$ cat config.mk
export PLATFORM = sky130hd
export DESIGN_NAME = card_stack_with_shuffle_core
export DESIGN_NICKNAME = d
export VERILOG_FILES = /design/src/hw/rtl/csws_pkg.sv /design/src/hw/rtl/csws_store.sv /design/src/hw/rtl/csws_mod.sv /design/src/hw/rtl/card_stack_with_shuffle_core.sv
export VERILOG_INCLUDE_DIRS = /design/src /design/src/hw/rtl
export SDC_FILE = /design/constraint.sdc
export NUM_CORES = 2
export LEC_CHECK = 0
export BUFFER_PORTS_ARGS = -buffer_cell sky130_fd_sc_hd__clkbuf_2
export CAP_MARGIN = 25
export CORE_MARGIN = 4
export CORE_UTILIZATION = 40
export CTS_CLUSTER_SIZE = 14
export DETAILED_ROUTE_END_ITERATION = 8
export HOLD_SLACK_MARGIN = 0.05
export SYNTH_ARGS = -nofsm -noshare
export SYNTH_HDL_FRONTEND = slang
export SYNTH_SLANG_ARGS = --single-unit
$ cat constraint.sdc
create_clock -name clock -period 73 [get_ports clock]
set_input_delay 10.95 -clock clock [delete_from_list [all_inputs] [get_ports clock]]
set_output_delay 10.95 -clock clock [all_outputs]
set_load 0.05 [all_outputs]
$ cat src/hw/rtl/assert_macros.svh
// ----------------------------------------------------------------------------
// assert_macros.svh
// Assertion shorthands; all use the local clock and reset signals.
// ----------------------------------------------------------------------------
`ifndef ASSERT_MACROS_SVH
`define ASSERT_MACROS_SVH

// cond must hold at every edge outside reset
`define ASSERT_ALWAYS(lbl, cond, msg) \
   lbl: assert property (@(posedge clock) disable iff (reset) (cond)) else $error(msg);

// b holds in the same cycle as a
`define ASSERT_IMP(lbl, a, b, msg) \
   lbl: assert property (@(posedge clock) disable iff (reset) (a) |-> (b)) else $error(msg);

// b holds in the cycle after a
`define ASSERT_NEXT(lbl, a, b, msg) \
   lbl: assert property (@(posedge clock) disable iff (reset) (a) |=> (b)) else $error(msg);

`endif

$ cat src/hw/rtl/csws_pkg.sv
// ----------------------------------------------------------------------------
// csws_pkg
// Shared types and constants for the card stack with shuffle.
// ----------------------------------------------------------------------------
package csws_pkg;

   localparam int unsigned RANKS     = 13;
   localparam int unsigned SUITS     = 4;
   localparam logic [31:0] LFSR_TAPS = 32'h8020_0003;
   localparam int unsigned SEED_W    = 32;

   typedef enum logic [2:0] {
      ACT_NEW_DECK = 3'd0,
      ACT_ADD_DECK = 3'd1,
      ACT_PUSH     = 3'd2,
      ACT_APPEND   = 3'd3,
      ACT_POP      = 3'd4,
      ACT_SHUFFLE  = 3'd5,
      ACT_SPARE_A  = 3'd6,
      ACT_SPARE_B  = 3'd7
   } action_type;

   typedef enum logic [1:0] {
      STS_OK    = 2'd0,
      STS_EMPTY = 2'd1,
      STS_FULL  = 2'd2
   } status_type;

   typedef enum logic [3:0] {
      ST_IDLE,
      ST_DECK,
      ST_SHUF,
      ST_STEP,
      ST_MODW,
      ST_RDB,
      ST_WRA,
      ST_WRB,
      ST_POPR,
      ST_POPD,
      ST_FIN
   } state_type;

endpackage

$ cat src/hw/rtl/csws_store.sv
// ----------------------------------------------------------------------------
// csws_store
// Card memory: one write port, one read port with registered read data.
// ----------------------------------------------------------------------------
module csws_store #(
   parameter int unsigned DEPTH = 256,
   parameter int unsigned AW    = 8
) (
   input  logic          clock,
   input  logic          wr_en,
   input  logic [AW-1:0] wr_addr,
   input  logic [5:0]    wr_data,
   input  logic [AW-1:0] rd_addr,
   output logic [5:0]    rd_data
);

   logic [5:0] mem [DEPTH];
   logic [5:0] rd_data_ff;

   always_ff @(posedge clock) begin
      if (wr_en) begin
         mem[wr_addr] <= wr_data;
      end
      rd_data_ff <= mem[rd_addr];
   end

   assign rd_data = rd_data_ff;

endmodule

$ cat src/hw/rtl/csws_mod.sv
// ----------------------------------------------------------------------------
// csws_mod
// Bit-serial remainder of a 32-bit value by a small divisor, one bit a cycle.
// ----------------------------------------------------------------------------
module csws_mod #(
   parameter int unsigned DW = 9
) (
   input  logic                          clock,
   input  logic                          reset,
   input  logic                          start,
   input  logic [csws_pkg::SEED_W-1:0]   dividend,
   input  logic [DW-1:0]                 divisor,
   output logic                          done,
   output logic [DW-1:0]                 remainder
);

   localparam int unsigned CNTW = $clog2(csws_pkg::SEED_W + 1);

   logic                        busy_ff, busy_in;
   logic [CNTW-1:0]             cnt_ff, cnt_in;
   logic [csws_pkg::SEED_W-1:0] num_ff, num_in;
   logic [DW-1:0]               den_ff, den_in;
   logic [DW-1:0]               rem_ff, rem_in;
   logic [DW:0]                 trial;

   always_comb begin
      busy_in = busy_ff;
      cnt_in  = cnt_ff;
      num_in  = num_ff;
      den_in  = den_ff;
      rem_in  = rem_ff;
      trial   = {rem_ff, num_ff[csws_pkg::SEED_W-1]};
      done    = busy_ff && (cnt_ff == '0);
      if (start) begin
         busy_in = 1'b1;
         cnt_in  = CNTW'(csws_pkg::SEED_W);
         num_in  = dividend;
         den_in  = divisor;
         rem_in  = '0;
      end else if (busy_ff) begin
         if (cnt_ff == '0) begin
            busy_in = 1'b0;
         end else begin
            cnt_in = cnt_ff - CNTW'(1);
            num_in = {num_ff[csws_pkg::SEED_W-2:0], 1'b0};
            if (trial >= {1'b0, den_ff}) begin
               rem_in = DW'(trial - {1'b0, den_ff});
            end else begin
               rem_in = DW'(trial);
            end
         end
      end
   end

   always_ff @(posedge clock) begin
      if (reset) begin
         busy_ff <= 1'b0;
         cnt_ff  <= '0;
      end else begin
         busy_ff <= busy_in;
         cnt_ff  <= cnt_in;
      end
      num_ff <= num_in;
      den_ff <= den_in;
      rem_ff <= rem_in;
   end

   assign remainder = rem_ff;

endmodule

$ cat src/hw/rtl/card_stack_with_shuffle_core.sv
// ----------------------------------------------------------------------------
// card_stack_with_shuffle_core
// Bounded card stack in a circular memory with deck loading and shuffle.
//
//   channel   direction  handshake          payload
//   req       in         req_valid/stall    action, card_rank, card_suit, seed
//   rsp       out        rsp_valid/stall    out_rank/suit, present, status, count
//
// Push, append, pop on an empty stack and unused actions go straight to the
// finish state; a pop with a card first reads the top card in ST_POPR and ST_POPD.
// A new_deck writes one card a cycle, 52 cards in all.
// A shuffle of n cards makes n-1 swaps; each swap runs the bit-serial
// remainder unit and then reads and writes both cards through the single
// memory port pair; an add_deck loads the deck and then shuffles all n cards.
// Reset is synchronous; the card memory is not cleared.
// req_stall is high while an item is in progress; a stalled result holds
// the finish state for as long as rsp_stall stays high.
// ----------------------------------------------------------------------------
module card_stack_with_shuffle_core #(
   parameter int unsigned STORE_DEPTH = 256
) (
   input  logic        clock,
   input  logic        reset,
   input  logic        req_valid,
   output logic        req_stall,
   input  logic [2:0]  req_action,
   input  logic [3:0]  req_card_rank,
   input  logic [1:0]  req_card_suit,
   input  logic [31:0] req_shuffle_seed,
   output logic        rsp_valid,
   input  logic        rsp_stall,
   output logic [3:0]  rsp_out_rank,
   output logic [1:0]  rsp_out_suit,
   output logic        rsp_card_present,
   output logic [1:0]  rsp_status,
   output logic [8:0]  rsp_card_count
);

   `include "assert_macros.svh"

   localparam int unsigned AW = $clog2(STORE_DEPTH);
   localparam int unsigned CW = $clog2(STORE_DEPTH + 1);

   csws_pkg::state_type state_ff, state_in;
   logic [AW-1:0]  top_ff, top_in;
   logic [CW-1:0]  cnt_ff, cnt_in;
   logic [31:0]    lfsr_ff, lfsr_in;
   logic [31:0]    seed_ff, seed_in;
   logic [AW-1:0]  cur_ff, cur_in;
   logic [AW-1:0]  j_ff, j_in;
   logic [5:0]     tmp_ff, tmp_in;
   logic [3:0]     rank_ff, rank_in;
   logic [1:0]     suit_ff, suit_in;
   logic [2:0]     act_ff, act_in;
   logic [1:0]     status_ff, status_in;
   logic [5:0]     card_ff, card_in;
   logic           present_ff, present_in;

   logic           rsp_valid_ff, rsp_valid_in;
   logic [3:0]     rsp_rank_ff, rsp_rank_in;
   logic [1:0]     rsp_suit_ff, rsp_suit_in;
   logic           rsp_present_ff, rsp_present_in;
   logic [1:0]     rsp_status_ff, rsp_status_in;
   logic [8:0]     rsp_count_ff, rsp_count_in;

   logic           mem_we;
   logic [AW-1:0]  mem_waddr, mem_raddr;
   logic [5:0]     mem_wdata, mem_rdata;
   logic           mod_start, mod_done;
   logic [31:0]    mod_dividend;
   logic [AW:0]    mod_divisor, mod_rem;
   logic [31:0]    lfsr_step;
   logic [AW-1:0]  top_dec;
   logic           has_room;

   function automatic logic [AW-1:0] slot_of(input logic [AW-1:0] top,
                                             input logic [AW-1:0] k);
      logic [AW:0] sum;
      sum = {1'b0, top} + {1'b0, k};
      if (sum >= (AW+1)'(STORE_DEPTH)) begin
         sum = sum - (AW+1)'(STORE_DEPTH);
      end
      return sum[AW-1:0];
   endfunction

   assign lfsr_step = (lfsr_ff >> 1) ^ (lfsr_ff[0] ? csws_pkg::LFSR_TAPS : 32'h0);
   assign top_dec   = (top_ff == '0) ? AW'(STORE_DEPTH - 1) : top_ff - AW'(1);
   assign has_room  = cnt_ff < CW'(STORE_DEPTH);

   always_comb begin
      state_in     = state_ff;
      top_in       = top_ff;
      cnt_in       = cnt_ff;
      lfsr_in      = lfsr_ff;
      seed_in      = seed_ff;
      cur_in       = cur_ff;
      j_in         = j_ff;
      tmp_in       = tmp_ff;
      rank_in      = rank_ff;
      suit_in      = suit_ff;
      act_in       = act_ff;
      status_in    = status_ff;
      card_in      = card_ff;
      present_in   = present_ff;
      mem_we       = 1'b0;
      mem_waddr    = top_dec;
      mem_wdata    = {rank_ff, suit_ff};
      mem_raddr    = top_ff;
      mod_start    = 1'b0;
      mod_dividend = lfsr_step;
      mod_divisor  = {1'b0, cur_ff} + (AW+1)'(1);
      req_stall    = 1'b1;

      rsp_valid_in   = rsp_valid_ff && rsp_stall;
      rsp_rank_in    = rsp_rank_ff;
      rsp_suit_in    = rsp_suit_ff;
      rsp_present_in = rsp_present_ff;
      rsp_status_in  = rsp_status_ff;
      rsp_count_in   = rsp_count_ff;

      case (state_ff)
         csws_pkg::ST_IDLE: begin
            req_stall = 1'b0;
            if (req_valid) begin
               act_in     = req_action;
               seed_in    = req_shuffle_seed;
               status_in  = csws_pkg::STS_OK;
               card_in    = '0;
               present_in = 1'b0;
               rank_in    = 4'd1;
               suit_in    = 2'd0;
               state_in   = csws_pkg::ST_FIN;
               case (req_action)
                  csws_pkg::ACT_NEW_DECK: begin
                     top_in   = '0;
                     cnt_in   = '0;
                     state_in = csws_pkg::ST_DECK;
                  end
                  csws_pkg::ACT_ADD_DECK: state_in = csws_pkg::ST_DECK;
                  csws_pkg::ACT_PUSH: begin
                     mem_wdata = {req_card_rank, req_card_suit};
                     if (has_room) begin
                        mem_we = 1'b1;
                        top_in = top_dec;
                        cnt_in = cnt_ff + CW'(1);
                     end else begin
                        status_in = csws_pkg::STS_FULL;
                     end
                  end
                  csws_pkg::ACT_APPEND: begin
                     mem_wdata = {req_card_rank, req_card_suit};
                     mem_waddr = slot_of(top_ff, AW'(cnt_ff));
                     if (has_room) begin
                        mem_we = 1'b1;
                        cnt_in = cnt_ff + CW'(1);
                     end else begin
                        status_in = csws_pkg::STS_FULL;
                     end
                  end
                  csws_pkg::ACT_POP: begin
                     if (cnt_ff == '0) begin
                        status_in = csws_pkg::STS_EMPTY;
                     end else begin
                        state_in = csws_pkg::ST_POPR;
                     end
                  end
                  csws_pkg::ACT_SHUFFLE: state_in = csws_pkg::ST_SHUF;
                  default: state_in = csws_pkg::ST_FIN;
               endcase
            end
         end
         csws_pkg::ST_DECK: begin
            if (has_room) begin
               mem_we = 1'b1;
               top_in = top_dec;
               cnt_in = cnt_ff + CW'(1);
            end else begin
               status_in = csws_pkg::STS_FULL;
            end
            if (rank_ff == 4'(csws_pkg::RANKS)) begin
               rank_in = 4'd1;
               suit_in = suit_ff + 2'd1;
               if (suit_ff == 2'(csws_pkg::SUITS - 1)) begin
                  state_in = (act_ff == csws_pkg::ACT_ADD_DECK) ?
                             csws_pkg::ST_SHUF : csws_pkg::ST_FIN;
               end
            end else begin
               rank_in = rank_ff + 4'd1;
            end
         end
         csws_pkg::ST_SHUF: begin
            lfsr_in = (seed_ff == '0) ? 32'd1 : seed_ff;
            if (cnt_ff <= CW'(1)) begin
               state_in = csws_pkg::ST_FIN;
            end else begin
               cur_in   = AW'(cnt_ff - CW'(1));
               state_in = csws_pkg::ST_STEP;
            end
         end
         csws_pkg::ST_STEP: begin
            lfsr_in   = lfsr_step;
            mod_start = 1'b1;
            state_in  = csws_pkg::ST_MODW;
         end
         csws_pkg::ST_MODW: begin
            mem_raddr = slot_of(top_ff, cur_ff);
            if (mod_done) begin
               j_in     = AW'(mod_rem);
               state_in = csws_pkg::ST_RDB;
            end
         end
         csws_pkg::ST_RDB: begin
            tmp_in    = mem_rdata;
            mem_raddr = slot_of(top_ff, j_ff);
            state_in  = csws_pkg::ST_WRA;
         end
         csws_pkg::ST_WRA: begin
            mem_we    = 1'b1;
            mem_waddr = slot_of(top_ff, cur_ff);
            mem_wdata = mem_rdata;
            state_in  = csws_pkg::ST_WRB;
         end
         csws_pkg::ST_WRB: begin
            mem_we    = 1'b1;
            mem_waddr = slot_of(top_ff, j_ff);
            mem_wdata = tmp_ff;
            if (cur_ff == AW'(1)) begin
               state_in = csws_pkg::ST_FIN;
            end else begin
               cur_in   = cur_ff - AW'(1);
               state_in = csws_pkg::ST_STEP;
            end
         end
         csws_pkg::ST_POPR: state_in = csws_pkg::ST_POPD;
         csws_pkg::ST_POPD: begin
            card_in    = mem_rdata;
            present_in = 1'b1;
            top_in     = (top_ff == AW'(STORE_DEPTH - 1)) ? '0 : top_ff + AW'(1);
            cnt_in     = cnt_ff - CW'(1);
            state_in   = csws_pkg::ST_FIN;
         end
         csws_pkg::ST_FIN: begin
            // hold until the output beat is free
            if (!rsp_valid_ff || !rsp_stall) begin
               rsp_valid_in   = 1'b1;
               rsp_rank_in    = card_ff[5:2];
               rsp_suit_in    = card_ff[1:0];
               rsp_present_in = present_ff;
               rsp_status_in  = status_ff;
               rsp_count_in   = 9'(cnt_ff);
               state_in       = csws_pkg::ST_IDLE;
            end
         end
         default: state_in = csws_pkg::ST_IDLE;
      endcase
   end

   always_ff @(posedge clock) begin
      if (reset) begin
         state_ff     <= csws_pkg::ST_IDLE;
         top_ff       <= '0;
         cnt_ff       <= '0;
         lfsr_ff      <= 32'd1;
         cur_ff       <= '0;
         rsp_valid_ff <= 1'b0;
      end else begin
         state_ff     <= state_in;
         top_ff       <= top_in;
         cnt_ff       <= cnt_in;
         lfsr_ff      <= lfsr_in;
         cur_ff       <= cur_in;
         rsp_valid_ff <= rsp_valid_in;
      end
      seed_ff        <= seed_in;
      j_ff           <= j_in;
      tmp_ff         <= tmp_in;
      rank_ff        <= rank_in;
      suit_ff        <= suit_in;
      act_ff         <= act_in;
      status_ff      <= status_in;
      card_ff        <= card_in;
      present_ff     <= present_in;
      rsp_rank_ff    <= rsp_rank_in;
      rsp_suit_ff    <= rsp_suit_in;
      rsp_present_ff <= rsp_present_in;
      rsp_status_ff  <= rsp_status_in;
      rsp_count_ff   <= rsp_count_in;
   end

   csws_store #(
      .DEPTH (STORE_DEPTH),
      .AW    (AW)
   ) u_store (
      .clock   (clock),
      .wr_en   (mem_we),
      .wr_addr (mem_waddr),
      .wr_data (mem_wdata),
      .rd_addr (mem_raddr),
      .rd_data (mem_rdata)
   );

   csws_mod #(
      .DW (AW + 1)
   ) u_mod (
      .clock     (clock),
      .reset     (reset),
      .start     (mod_start),
      .dividend  (mod_dividend),
      .divisor   (mod_divisor),
      .done      (mod_done),
      .remainder (mod_rem)
   );

   assign rsp_valid        = rsp_valid_ff;
   assign rsp_out_rank     = rsp_rank_ff;
   assign rsp_out_suit     = rsp_suit_ff;
   assign rsp_card_present = rsp_present_ff;
   assign rsp_status       = rsp_status_ff;
   assign rsp_card_count   = rsp_count_ff;

   `ASSERT_ALWAYS(a_cnt_bound, cnt_ff <= CW'(STORE_DEPTH), "card count above depth")
   `ASSERT_IMP(a_rsp_from_fin, rsp_valid_in && !rsp_valid_ff, state_ff == csws_pkg::ST_FIN, "result raised outside finish")
   `ASSERT_IMP(a_wrb_after_wra, state_ff == csws_pkg::ST_WRB, $past(state_ff) == csws_pkg::ST_WRA, "swap write out of order")
   `ASSERT_NEXT(a_mod_to_rdb, state_ff == csws_pkg::ST_MODW && mod_done, state_ff == csws_pkg::ST_RDB, "swap read did not follow remainder")

endmodule

==> metrics.md <==
| Metric | Value |
|---|---|
| Outcome | `complete, no violations` |
| GRT met2 Usage | `33.8%` |
| Mean routed wirelength per cell | `25.8 µm` |
| Resize count post-CTS | `0` |
| Setup TNS | `0 ns` |
| Yosys cell types | `77` |
| Area growth syn-to-layout | `12.1%` |
| IO Count | `65` |
| Setup violators final | `0` |
| CTS Sinks | `1743` |
| Worst Hold Depth | `0` |
| Post-Syn Area per Cell | `13.5 µm²` |
| Antenna-violating nets left | `0` |
| Via count | `46357` |
| FF+latch count, synth | `1743` |
| Die Ht | `434 µm` |
| Share of cells above drive strength 1 | `10.1%` |
| CP Capture Type | `register` |
| Sequential share of the synthesized area | `70.9%` |
| Largest net degree at the start of global routing | `182` |
| First-pass GRT wire length | `298 mm` |
| CTS max path bufs | `3` |
| Static Leak | `26.8 nW` |
| Htree depth | `4` |
| Gpl congestion | `0.886` |
| FF-to-FF End | `u_store.rd_data[5]$_DFF_P_` |
| Worst hold path startpoint | `card_ff[5]$_SDFFCE_PN0P_` |
| FF/Latch Area | `51500 µm²` |
| Final worst-path cycle share | `20.4%` |
| Number of iterations in the first detailed-routing pass | `6` |
| Hold Buf Count CTS | `0` |
| Synth top area share | `68.6%` |
| Mapped Cells | `5401` |
| VDD IR max | `0.0000274 V` |
| Synthesized Nets | `5494` |
| Endpoints failing hold | `0` |
| Number of global-route vias before repair | `44691` |
| Synth area leaders | `edfxtp_1 69%, nand2_1 5.0%, a21oi_1 3.7%, mux2i_1 2.8%, dfxtp_1 2.3%` |
| Remaining global-route overflow | `0` |
| Synthesis Warnings | `0` |
| Clk_lat worst skew | `0.81 ns` |
| Commonest cells after routing, fill and taps aside | `1659 x edfxtp_1, 969 x nand2_1, 535 x a21oi_1` |
| Row count | `156` |
| Post-Syn Area | `72600 µm²` |
| EDFF count, synth | `1659` |
| Slew Limit Fails | `0` |
| Post-synth ARST share | `0%` |
| R2R depth | `14` |
| Die area | `189000 µm²` |
| Max Freq | `67.1 MHz` |
| Fill count | `15938` |
| CTS buffer count | `178` |
| Clk pin slew, worst setup/hold paths | `0.06 ns` |
| Max FO, Critical Path | `12` |
| Setup WS post-layout | `58.09 ns` |
| Dpl hpwl | `123 mm` |
| # Post-CTS Setup Buffers | `0` |
| GRT busiest layer | `met2` |
| NumNets Final | `5466` |
| Multi-input logic area | `19600 µm²` |
| Crit path kind | `in -> reg` |
| Ant diodes | `0` |
| DRC viols | `0` |
| Fin crit period | `14.91 ns` |
| CP Launch Type | `primary input` |
| Top_reg_cell synth | `edfxtp_1` |
| Core Area | `181000 µm²` |
| Setup Skew | `0.0435 ns` |
| Crit path required time | `73.42 ns` |
| Critical R2R Launch | `top_ff[1]$_SDFFE_PP0P_` |
| Initial antenna violation count | `2` |
| Max-cap viol count | `0` |
| RSZ-0062 raised after global routing | `no` |
| Synth area leader | `edfxtp_1` |
| Clock root buffer | `clkbuf_16` |
| PortBufs | `64` |
| Worst slack, placed | `57.40 ns` |
| Die width | `434 µm` |
| Vias/cell | `5.88` |
| Commonest non-fill, non-tap cell in the layout | `edfxtp_1` |
| Fin cells | `7886` |
| Met3 Use GR | `3.78%` |
| Starting DRC count in detailed routing | `5081` |
| Hold path endpoint | `rsp_out_rank[3]$_DFFE_PP_` |
| Worst-Margin Slew | `1.15 ns` |
| CTS tree | `done` |
| Cells after DPL | `7557` |
| Initial Util | `40.2%` |
| GRT Total Usage | `21.1%` |
| Max-slew headroom | `23.1%` |
| HP Class | `reg -> reg` |
| Arr. time, crit path | `15.33 ns` |
| Pwr dens | `34.2 nW/µm²` |
| M1 GR Usage | `29.4%` |
| R2R Setup Slk | `65.45 ns` |
| Final wirelength | `203 mm` |
[critical path: stages]
cell	delay [ns]
clkbuf_2	0.12
nand2b_1	0.28
nor3_4	0.40
and2_1	0.53
nor2_2	0.10
a221oi_2	0.57
nor2b_1	0.58
nand3_1	0.81
nor3_1	0.95
[metal layers]
layer / share of wire, % / vias to the layer above
met2: 47 / 2264
met5: 0 / -
li1: - / 20543
met1: 41 / 23190
met3: 8.6 / 360
met4: 3.3 / 0
[report_power, final]
group | total, W | internal [W] | switching [W]
Clock | 0.000921 | 0.000537 | 0.000385
Combinational | 0.000617 | 0.000147 | 0.000470
Sequential | 0.00125 | 0.00122 | 0.0000259
Total | 0.00279 | 0.00191 | 0.000881
[Yosys cell counts (all sizes together) (6+ instances only)]
library cell	number
o221ai	16
xor2	23
or2	16
nand2b	20
a211o	13
nor2b	17
mux2	8
buf	145
o31ai	14
edfxtp	1659
o21ai	56
a2bb2oi	11
ha	44
and2	13
nand2	973
a21oi	537
mux2i	204
a2111oi	14
a211oi	33
a221oi	163
o211a	10
a22oi	109
and3	21
or4	7
mux4	58
o22ai	10
a311oi	30
nand4	9
a32oi	31
o22a	6
nor3	206
xnor2	27
nand3	103
clkbuf	240
a21o	16
a31oi	45
inv	40
dfxtp	84
nor4	15
o211ai	20
nor2	272
[cell families (layout without fill, tap and decap cells)]
kind of cell | Yosys count | count (layout) | share of synthesized area, %
flops | 1743 | 1743 | 70.9
simple gates | 1690 | 1690 | 9.81
compound gates | 1172 | 1172 | 10.6
buf+inv | 428 | 543 | 2.49
mux | 270 | 270 | 4.76
xor+xnor | 50 | 50 | 0.603
fa+ha+maj | 48 | 48 | 0.868
[per-stage QoR]
step / util (%) / area [µm²] / hold WS, ns / power (W)
6_report: 45.1 / 81400 / 0.425 / 0.00279
5_1_grt: 45.1 / 81400 / 0.440 / 0.00289
4_1_cts: 45.0 / 81400 / 0.425 / 0.00280
3_5_place_dp: 41.7 / 75400 / 0.408 / 0.00188
3_3_place_gp: 41.7 / 75300 / 0.406 / 0.00188
2_1_floorplan: - / 72600 / 0.400 / 0.00168
[worst max path at each step]
stage	startpoint	endpoint	slack, ns	cells past startpoint
final	req_action[2]	u_store.mem[59][0]$_DFFE_PP_	58.09	9
after global routing	req_action[2]	u_store.mem[108][0]$_DFFE_PP_	57.96	10
after CTS	req_action[2]	u_store.mem[108][0]$_DFFE_PP_	58.24	10
after detailed placement	req_action[2]	u_store.mem[108][3]$_DFFE_PP_	57.40	10
after global placement	req_action[2]	u_store.mem[88][0]$_DFFE_PP_	57.50	10
after floorplan	req_action[2]	u_store.mem[0][3]$_DFFE_PP_	42.21	3
[registers in the layout (all words and copies together), names as in the netlist, 8 cells and up]
name	flops
u_store.mem	1536
u_mod.remainder	9
rsp_card_count	9
j_ff	8
top_ff	8
cnt_ff	9
lfsr_ff	32
u_mod.den_ff	9
cur_ff	8
seed_ff	32
u_mod.num_ff	32
[final cells by class]
class,instances,share of cell area [%]
Clock buffer,214,5.74
Clock inverter,109,1.56
Inverter,43,0.198
Multi-Input combinational cell,3230,24.0
Sequential cell,1743,63.2
Tap cell,2370,3.64
Timing Repair Buffer,177,1.60
Power figures use the tool's default switching activity.
